==> src/hw/rtl/bbc_pkg.sv <==
// Shared types, character codes and helpers for the bracket balance checker.
`default_nettype none

package bbc_pkg;

	// Payload widths of the stream channels
	localparam int unsigned BYTE_W   = 8;
	localparam int unsigned STATUS_W = 3;
	localparam int unsigned LINE_W   = 20;
	localparam int unsigned CHAR_W   = 7;

	// Character codes
	localparam logic [BYTE_W-1:0] CH_NEWLINE     = 8'd10;
	localparam logic [BYTE_W-1:0] CH_PAREN_OPEN  = 8'h28;
	localparam logic [BYTE_W-1:0] CH_PAREN_CLOSE = 8'h29;
	localparam logic [BYTE_W-1:0] CH_SQ_OPEN     = 8'h5B;
	localparam logic [BYTE_W-1:0] CH_SQ_CLOSE    = 8'h5D;
	localparam logic [BYTE_W-1:0] CH_CURLY_OPEN  = 8'h7B;
	localparam logic [BYTE_W-1:0] CH_CURLY_CLOSE = 8'h7D;

	// Bracket kind as held on the stack
	typedef enum logic [1:0] {
		KIND_PAREN  = 2'd0,
		KIND_SQUARE = 2'd1,
		KIND_CURLY  = 2'd2
	} kind_t;

	// Verdict codes
	typedef enum logic [STATUS_W-1:0] {
		ST_BALANCED = 3'd0,
		ST_NO_OPENER = 3'd1,
		ST_MISMATCH = 3'd2,
		ST_UNCLOSED = 3'd3,
		ST_OVERFLOW = 3'd4
	} status_t;

	// Closing character of a kind
	function automatic logic [CHAR_W-1:0] closer_of(input kind_t kind);
		logic [BYTE_W-1:0] ch;
		case (kind)
			KIND_PAREN:  ch = CH_PAREN_CLOSE;
			KIND_SQUARE: ch = CH_SQ_CLOSE;
			default:     ch = CH_CURLY_CLOSE;
		endcase
		return ch[CHAR_W-1:0];
	endfunction

	// Opening character of a kind
	function automatic logic [CHAR_W-1:0] opener_of(input kind_t kind);
		logic [BYTE_W-1:0] ch;
		case (kind)
			KIND_PAREN:  ch = CH_PAREN_OPEN;
			KIND_SQUARE: ch = CH_SQ_OPEN;
			default:     ch = CH_CURLY_OPEN;
		endcase
		return ch[CHAR_W-1:0];
	endfunction

endpackage

`default_nettype wire

==> src/hw/rtl/bbc_in_if.sv <==
// Text byte stream channel: valid/ready plus one byte and its end-of-text mark.
`default_nettype none

interface bbc_in_if;
	import bbc_pkg::*;

	logic              valid;
	logic              ready;
	logic [BYTE_W-1:0] text_byte;
	logic              end_of_text;

	modport source (output valid, output text_byte, output end_of_text, input ready);
	modport sink (input valid, input text_byte, input end_of_text, output ready);
endinterface

`default_nettype wire

==> src/hw/rtl/bbc_out_if.sv <==
// Verdict channel: valid/ready plus status, line and expected bracket.
`default_nettype none

interface bbc_out_if;
	import bbc_pkg::*;

	logic                valid;
	logic                ready;
	logic [STATUS_W-1:0] check_status;
	logic [LINE_W-1:0]   error_line;
	logic [CHAR_W-1:0]   expected_char;

	modport source (output valid, output check_status, output error_line,
		output expected_char, input ready);
	modport sink (input valid, input check_status, input error_line,
		input expected_char, output ready);
endinterface

`default_nettype wire

==> src/hw/rtl/bracket_balance_checker_unit.sv <==
// Bracket balance checker: one text byte per beat in, at most one verdict beat out per byte.
//
// text_in carries one byte per beat with an end-of-text mark on the last byte
// of a text. result_out carries a verdict: balanced, closer without opener,
// mismatched closer, unclosed opener or stack overflow, with a line number
// and the bracket that was expected. A text yields exactly one verdict: the
// first error, or the end-of-text verdict if no error was seen.
// A byte is held in the input register, then checked and its verdict loaded
// into the output register. Throughput: one byte per cycle while result_out
// accepts verdicts, set by the single stack update (one push or pop on one
// memory port) per byte. The top of the stack and the entry below it sit in
// registers, so the next byte never waits on the memory read.
// Reset clears the depth, error flag and line count (line one); the stack
// memory is not cleared. When result_out stalls, bytes that give no verdict
// keep flowing; a byte that gives a verdict waits in the input register.
// End of text clears the checker state for the next text.
`default_nettype none

module bracket_balance_checker_unit #(
	parameter int unsigned STACK_DEPTH = 64,
	parameter int unsigned LINE_BITS   = 20
) (
	input  wire     clk,
	input  wire     arst_n,
	bbc_in_if.sink    text_in,
	bbc_out_if.source result_out
);
	import bbc_pkg::*;

	localparam int unsigned AW = (STACK_DEPTH > 1) ? $clog2(STACK_DEPTH) : 1;
	localparam int unsigned DW = $clog2(STACK_DEPTH + 1);
	localparam logic [DW-1:0] DEPTH_FULL = DW'(STACK_DEPTH);

	// Input register
	logic              s1_valid;
	logic [BYTE_W-1:0] s1_byte;
	logic              s1_eot;

	// Checker state
	logic [DW-1:0]        depth_q;
	kind_t                top_q;
	kind_t                below_q;
	logic [LINE_BITS-1:0] cur_line_q;
	logic [LINE_BITS-1:0] paren_line_q;
	logic [LINE_BITS-1:0] square_line_q;
	logic [LINE_BITS-1:0] curly_line_q;
	logic                 err_q;

	// Entries under the top of the stack
	kind_t stack_mem [STACK_DEPTH];

	// Result register
	logic                res_valid_q;
	logic [STATUS_W-1:0] res_status_q;
	logic [LINE_W-1:0]   res_line_q;
	logic [CHAR_W-1:0]   res_char_q;

	// Next-state and verdict logic
	logic                 is_open;
	logic                 is_close;
	kind_t                b_kind;
	logic [DW-1:0]        n_depth;
	kind_t                n_top;
	logic [LINE_BITS-1:0] n_cur_line;
	logic [LINE_BITS-1:0] n_paren_line;
	logic [LINE_BITS-1:0] n_square_line;
	logic [LINE_BITS-1:0] n_curly_line;
	logic                 n_err;
	logic                 do_push;
	logic                 hit;
	logic                 produce;
	status_t              v_status;
	logic [LINE_BITS-1:0] v_line;
	logic [CHAR_W-1:0]    v_char;
	logic [DW-1:0]        rd_full;
	logic [DW-1:0]        wr_full;
	logic [AW-1:0]        rd_addr;
	logic [AW-1:0]        wr_addr;
	logic                 out_free;
	logic                 advance;

	// Classify the byte
	always_comb begin
		is_open  = 1'b0;
		is_close = 1'b0;
		b_kind   = KIND_PAREN;
		case (s1_byte)
			CH_PAREN_OPEN:  begin is_open  = 1'b1; b_kind = KIND_PAREN;  end
			CH_SQ_OPEN:     begin is_open  = 1'b1; b_kind = KIND_SQUARE; end
			CH_CURLY_OPEN:  begin is_open  = 1'b1; b_kind = KIND_CURLY;  end
			CH_PAREN_CLOSE: begin is_close = 1'b1; b_kind = KIND_PAREN;  end
			CH_SQ_CLOSE:    begin is_close = 1'b1; b_kind = KIND_SQUARE; end
			CH_CURLY_CLOSE: begin is_close = 1'b1; b_kind = KIND_CURLY;  end
			default:        ;
		endcase
	end

	// Stack step, line tracking and verdict for the held byte
	always_comb begin
		n_depth       = depth_q;
		n_top         = top_q;
		n_cur_line    = cur_line_q;
		n_paren_line  = paren_line_q;
		n_square_line = square_line_q;
		n_curly_line  = curly_line_q;
		do_push       = 1'b0;
		hit           = 1'b0;
		v_status      = ST_BALANCED;
		v_line        = '0;
		v_char        = '0;
		if (!err_q) begin
			if (is_open) begin
				if (depth_q == DEPTH_FULL) begin
					hit      = 1'b1;
					v_status = ST_OVERFLOW;
					v_line   = cur_line_q;
				end else begin
					do_push = 1'b1;
					n_depth = depth_q + DW'(1);
					n_top   = b_kind;
					case (b_kind)
						KIND_PAREN:  n_paren_line  = cur_line_q;
						KIND_SQUARE: n_square_line = cur_line_q;
						default:     n_curly_line  = cur_line_q;
					endcase
				end
			end else if (is_close) begin
				if (depth_q == '0) begin
					hit      = 1'b1;
					v_status = ST_NO_OPENER;
					v_line   = cur_line_q;
					v_char   = opener_of(b_kind);
				end else if (top_q != b_kind) begin
					hit      = 1'b1;
					v_status = ST_MISMATCH;
					v_char   = closer_of(top_q);
					case (top_q)
						KIND_PAREN:  v_line = paren_line_q;
						KIND_SQUARE: v_line = square_line_q;
						default:     v_line = curly_line_q;
					endcase
				end else begin
					n_depth = depth_q - DW'(1);
					n_top   = below_q;
				end
			end else if (s1_byte == CH_NEWLINE && cur_line_q != '1) begin
				n_cur_line = cur_line_q + LINE_BITS'(1);
			end
		end
		n_err   = err_q | hit;
		produce = hit;
		// End-of-text verdict, unless an error was already reported
		if (s1_eot && !n_err) begin
			produce = 1'b1;
			if (n_depth == '0) begin
				v_status = ST_BALANCED;
				v_line   = '0;
				v_char   = '0;
			end else begin
				v_status = ST_UNCLOSED;
				v_char   = closer_of(n_top);
				case (n_top)
					KIND_PAREN:  v_line = n_paren_line;
					KIND_SQUARE: v_line = n_square_line;
					default:     v_line = n_curly_line;
				endcase
			end
		end
	end

	// Memory addresses: old top goes below on push; prefetch entry under new top
	assign wr_full = depth_q - DW'(1);
	assign rd_full = n_depth - DW'(2);
	assign wr_addr = wr_full[AW-1:0];
	assign rd_addr = rd_full[AW-1:0];

	// Handshake
	assign out_free      = !res_valid_q || result_out.ready;
	assign advance       = s1_valid && (!produce || out_free);
	assign text_in.ready = !s1_valid || advance;

	// Input register
	always_ff @(posedge clk or negedge arst_n) begin
		if (!arst_n) begin
			s1_valid <= 1'b0;
		end else if (text_in.ready) begin
			s1_valid <= text_in.valid;
		end
	end

	always_ff @(posedge clk) begin
		if (text_in.ready && text_in.valid) begin
			s1_byte <= text_in.text_byte;
			s1_eot  <= text_in.end_of_text;
		end
	end

	// Checker state; end of text starts a fresh text
	always_ff @(posedge clk or negedge arst_n) begin
		if (!arst_n) begin
			depth_q       <= '0;
			top_q         <= KIND_PAREN;
			cur_line_q    <= LINE_BITS'(1);
			paren_line_q  <= '0;
			square_line_q <= '0;
			curly_line_q  <= '0;
			err_q         <= 1'b0;
		end else if (advance) begin
			if (s1_eot) begin
				depth_q       <= '0;
				top_q         <= KIND_PAREN;
				cur_line_q    <= LINE_BITS'(1);
				paren_line_q  <= '0;
				square_line_q <= '0;
				curly_line_q  <= '0;
				err_q         <= 1'b0;
			end else begin
				depth_q       <= n_depth;
				top_q         <= n_top;
				cur_line_q    <= n_cur_line;
				paren_line_q  <= n_paren_line;
				square_line_q <= n_square_line;
				curly_line_q  <= n_curly_line;
				err_q         <= n_err;
			end
		end
	end

	// Stack memory: one write, one registered read per cycle
	always_ff @(posedge clk) begin
		if (advance && do_push && depth_q != '0) begin
			stack_mem[wr_addr] <= top_q;
		end
		if (advance) begin
			below_q <= do_push ? top_q : stack_mem[rd_addr];
		end
	end

	// Result register
	always_ff @(posedge clk or negedge arst_n) begin
		if (!arst_n) begin
			res_valid_q <= 1'b0;
		end else if (out_free) begin
			res_valid_q <= advance && produce;
		end
	end

	always_ff @(posedge clk) begin
		if (advance && produce) begin
			res_status_q <= v_status;
			res_line_q   <= LINE_W'(v_line);
			res_char_q   <= v_char;
		end
	end

	assign result_out.valid         = res_valid_q;
	assign result_out.check_status  = res_status_q;
	assign result_out.error_line    = res_line_q;
	assign result_out.expected_char = res_char_q;

`ifndef SYNTHESIS
	// Depth never runs past the stack size
	a_depth_bound: assert property (@(posedge clk) disable iff (!arst_n)
		depth_q <= DEPTH_FULL)
		else $error("stack depth beyond capacity");

	// End of text leaves a cleared checker
	a_eot_clears: assert property (@(posedge clk) disable iff (!arst_n)
		advance && s1_eot |=> depth_q == '0 && !err_q && cur_line_q == LINE_BITS'(1))
		else $error("end of text did not clear state");

	// Once an error is reported, no further verdict until end of text
	a_quiet_after_err: assert property (@(posedge clk) disable iff (!arst_n)
		s1_valid && err_q && !s1_eot |-> !produce)
		else $error("verdict issued after an error");

	// A push grows the stack by exactly one
	a_push_step: assert property (@(posedge clk) disable iff (!arst_n)
		advance && do_push && !s1_eot |=> depth_q == $past(depth_q) + DW'(1))
		else $error("push did not grow the stack by one");

	// Line count never reaches zero
	a_line_nonzero: assert property (@(posedge clk) disable iff (!arst_n)
		cur_line_q != '0)
		else $error("line counter wrapped to zero");
`endif

endmodule

`default_nettype wire
==> src/flat_wrapper.sv <==
// flat-port wrapper written by rule: the top's interface ports become plain ports
module bracket_balance_checker_unit_flat import bbc_pkg::*;
#(
	parameter int unsigned STACK_DEPTH = 64,
	parameter int unsigned LINE_BITS   = 20
)
  (clk, arst_n, text_in_valid, text_in_text_byte, text_in_end_of_text, text_in_ready, result_out_valid, result_out_check_status, result_out_error_line, result_out_expected_char, result_out_ready);
  bbc_in_if text_in_i ();
  bbc_out_if result_out_i ();
  input  wire clk;
  input  wire arst_n;
  input wire logic [$bits(text_in_i.valid)-1:0] text_in_valid;
  input wire logic [$bits(text_in_i.text_byte)-1:0] text_in_text_byte;
  input wire logic [$bits(text_in_i.end_of_text)-1:0] text_in_end_of_text;
  output wire logic [$bits(text_in_i.ready)-1:0] text_in_ready;
  output wire logic [$bits(result_out_i.valid)-1:0] result_out_valid;
  output wire logic [$bits(result_out_i.check_status)-1:0] result_out_check_status;
  output wire logic [$bits(result_out_i.error_line)-1:0] result_out_error_line;
  output wire logic [$bits(result_out_i.expected_char)-1:0] result_out_expected_char;
  input wire logic [$bits(result_out_i.ready)-1:0] result_out_ready;
  assign text_in_i.valid = text_in_valid;
  assign text_in_i.text_byte = text_in_text_byte;
  assign text_in_i.end_of_text = text_in_end_of_text;
  assign text_in_ready = text_in_i.ready;
  assign result_out_valid = result_out_i.valid;
  assign result_out_check_status = result_out_i.check_status;
  assign result_out_error_line = result_out_i.error_line;
  assign result_out_expected_char = result_out_i.expected_char;
  assign result_out_i.ready = result_out_ready;
  bracket_balance_checker_unit #(.STACK_DEPTH(STACK_DEPTH), .LINE_BITS(LINE_BITS)) u_core (.clk(clk), .arst_n(arst_n), .text_in(text_in_i), .result_out(result_out_i));
endmodule
==> config.mk <==
export PLATFORM = sky130hd
export DESIGN_NAME = bracket_balance_checker_unit_flat
export DESIGN_NICKNAME = d
export VERILOG_FILES = /design/src/hw/rtl/bbc_pkg.sv /design/src/hw/rtl/bbc_in_if.sv /design/src/hw/rtl/bbc_out_if.sv /design/src/hw/rtl/bracket_balance_checker_unit.sv /design/src/flat_wrapper.sv
export SDC_FILE = /design/constraint.sdc
export NUM_CORES = 1
export LEC_CHECK = 0
export ABC_AREA = 1
export BUFFER_PORTS_ARGS = -buffer_cell sky130_fd_sc_hd__buf_4
export CAP_MARGIN = 5
export CORE_MARGIN = 2
export CORE_UTILIZATION = 63
export DETAILED_ROUTE_END_ITERATION = 8
export GPL_TIMING_DRIVEN = 0
export PLACE_DENSITY = 0.88
export REMOVE_ABC_BUFFERS = 1
export SLEW_MARGIN = 30
export SYNTH_ARGS = -nofsm -noshare
export SYNTH_HDL_FRONTEND = slang
export SYNTH_SLANG_ARGS = --single-unit
==> constraint.sdc <==
create_clock -name clk -period 4.7 [get_ports clk]
set_input_delay 0 -clock clk [delete_from_list [all_inputs] [get_ports clk]]
set_output_delay 0 -clock clk [all_outputs]
set_load 0.005 [all_outputs]
==> results.cfg <==
[timing]
rsz0062_at_grt = true
clock.fmax_mhz = 218
period_share = 0.978
slew_violations = 0
slew-limit-headroom = 0.414
worst_pin_slew_ns = 0.876
min_period_ns = 4.60
tns_ns = 0
skew_ns = 0.0216
timing.hold.ws_ns = -0.0350
setup_violations = 0
hold_viol = 44

[clocking]
root_buffer = clkbuf_16
post_cts_buffers = 0
h-tree-depth = 1
clk-insertion-delay-late_ns = 0.54
cts_buffers = 27
cts_tree = built
cts_num_sinks = 260
path_clk_slew_ns = 0.06
clockBufferDepth = 3

[pwr]
power.static_leakage_uw = 0.00584
power.density_mw_per_mm2 = 346
p_seq_frac = 0.495
p_comb_frac = 0.098
p_clk_frac = 0.407
swShare = 0.252
internal_power_uw = 3780
ir_drop_v = 0.000361
power_switching_uw = 1280

[global_routing]
antenna_found_initial = 0
overflow = 0
grt_pass1_vias = 11000
grt_pass1_wl_mm = 54.1
grt.total_usage = 0.307
grt_max_degree = 93

[synthesis]
synth_edf_count = 168
synth.distinct_cells = 51
ys_seq_elements = 260
synthesis.area_mm2 = 0.0133
yosysSeqAreaShare = 0.554
avgSynthCellArea_um2 = 9.25
syn_inst = 1433
ys_async_sr_fraction = 0.354
ys.flop_type = edfxtp_1
synth-warning-count = 0

[die]
fp.dieW_um = 149
die_area_mm2 = 0.0222
start_util = 0.637
num_rows = 53
die_y_um = 149
ios = 45
core_area_mm2 = 0.0208

[drt]
firstDrtPassIters = 6
ant_nets = 0
detail_route.vias_per_cell = 6.47
vias = 11200
drc = 0
post_drt_wl_per_cell_um = 19.9
drtIter0Drc = 1276
wirelength_mm = 34.6

[setup_path]
critPathSlowestCell = dfrtp_4
cp_cell_sequence = inv_2, nand3_1, nand2_2, nand4_4, nand2_2, nand2_1, nand2_2, nand2_8, inv_2, nand2_1, nor3_2, nor2_4, inv_4, o22ai_1
endpoint_kind = flip-flop
crit_path_max_incr_delay_ns = 0.67
worst-path-max-fanout = 40
worst-setup-path-type = reg -> reg
cp.arrival_ns = 4.85
cpMostUsedCell = nand2_2
required_ns = 4.95
startpoint_type = flip-flop

[final_layout]
utilization = 0.702
fillers = 1458
finalNetCount = 1461
final_area_mm2 = 0.0146
area_growth_pct = 10.3
diodes = 0
drive_above_1_share = 0.119

[flow_run]
maxCapViolCount = 0

[place]
portBuffers = 44
dp_hpwl_mm = 19.9
placed_area_mm2 = 0.0136
gp_congestion = 0.963

[run_status]
violations = negative hold slack
status = finished, violations left

[hold_path]
hold_class = in -> async
metrics by stage:
stage | setup slack (ns) | std cells | total power, uW
2_1_floorplan | 0.311 | 1353 | 2830
3_3_place_gp | -2.19 | 1672 | 2990
3_5_place_dp | -0.264 | 1676 | 3010
4_1_cts | 0.00560 | 1737 | 5030
5_1_grt | -0.0827 | 1739 | 5180
6_report | 0.103 | 1739 | 5060
cell usage after synthesis (13+ instances only):
cell type  count  share of area
a21oi_1       19         0.0072
a22oi_1       15         0.0085
buf_2         13         0.0049
buf_6         14          0.012
clkbuf_1      43          0.012
dfrtp_1       91           0.17
edfxtp_1     168           0.38
inv_1        112          0.032
inv_2         17         0.0048
nand2_1      291          0.082
nand2_2       20         0.0094
nand3_1      190          0.072
nand4_1       13         0.0061
nor2_1        92          0.026
nor3_1        21         0.0079
o21ai_0       82          0.031
o21ai_1       31          0.012
o22ai_1       89          0.042
xor2_1        16          0.011
sequential cells by signal, summed over array words and instances, names as in the netlist:
signal and cells:
u_core.stack_mem 128, u_core.result_out.expected_char 6, u_core.top_q 2, u_core.s1_eot 1
u_core.s1_byte 8, u_core.err_q 1, u_core.result_out.valid 1, u_core.cur_line_q 20
u_core.below_q 2, u_core.s1_valid 1, u_core.result_out.error_line 20, u_core.result_out.check_status 3
u_core.paren_line_q 20, u_core.curly_line_q 20, u_core.square_line_q 20, u_core.depth_q 7
critical path, delay by kind of cell, from the launching register on:
family	cells	cell delay, ns
buffers and inverters	3	1.32
AND/OR/NAND/NOR	10	2.10
AO/OA/AOI/OAI	1	0.16
flip-flops	1	0.67
power groups by stage:
stage | Clock, uW | Combinational [uW] | Sequential (uW)
finish | 2060 | 495 | 2510
global route | 2140 | 530 | 2510
CTS | 2050 | 474 | 2510
detailed placement | 0 | 462 | 2550
global placement | 0 | 441 | 2550
floorplan | 0 | 285 | 2540
path summary, 6_finish.rpt:
check,slack (ns),end,from,cells after the start
max in group asynchronous,4.12,u_core.top_q[1],arst_n,3
max reg2reg,0.10,u_core.result_out.expected_char[2],u_core.top_q[1],14
min,-0.04,u_core.paren_line_q[3],arst_n,2
min reg2reg,0.52,u_core.err_q,u_core.s1_valid,1
max,0.10,u_core.result_out.expected_char[2],u_core.top_q[1],14
min in group clk,0.17,u_core.s1_byte[2],text_in_text_byte[2],2
cell type report:
type,count,area [um2],area share
Inverter,132,500,0.0342
Timing Repair Buffer,61,544,0.0372
Multi-Input combinational cell,962,5040,0.345
Sequential cell,260,7360,0.503
Tap cell,275,344,0.0235
Clock inverter,15,136,0.00933
Clock buffer,34,702,0.0480
per-layer routing:
| metal | vias to the layer above | part of all wire | track usage |
|---|---|---|---|
| met5 | - | 0 | 0 |
| met4 | 0 | 0.065 | 0.198 |
| met3 | 196 | 0.098 | 0.0514 |
| met2 | 743 | 0.48 | 0.518 |
| met1 | 5260 | 0.35 | 0.367 |
| li1 | 5046 | - | - |
what timing repair did:
item,in CTS,in global routing
hold buffers,12,0
pin swaps,0,1
endpoints found under the hold margin,102,0
cloned,0,1
setup endpoints to repair,26,29
resized for setup,2,4
cells by family after synthesis:
kind of cell,Yosys count,synth area share
compound gates,281,0.131
xor+xnor,17,0.0112
fa+ha+maj,4,0.00378
buf+inv,212,0.0717
flops,260,0.554
mux,1,0.000755
simple gates,658,0.227
layout by cell type (no fill, tap or decap), types with 6 or more instances in the layout:
cell,n
clkbuf_1,7
edfxtp_1,168
a22oi_1,15
nor3_1,20
o22ai_1,89
o21ai_0,82
inv_2,17
xor2_1,16
nor2_1,91
a21oi_1,19
nand3_2,9
nand2_1,289
dlygate4sd3_1,12
buf_4,45
clkinv_1,7
o21ai_1,31
o221ai_1,6
nand4_1,13
nand2_2,19
o22ai_2,10
clkbuf_16,27
dfrtp_1,89
o31ai_1,9
nand3_1,190
inv_1,111
Note: power is estimated with default switching activity, not from simulation.
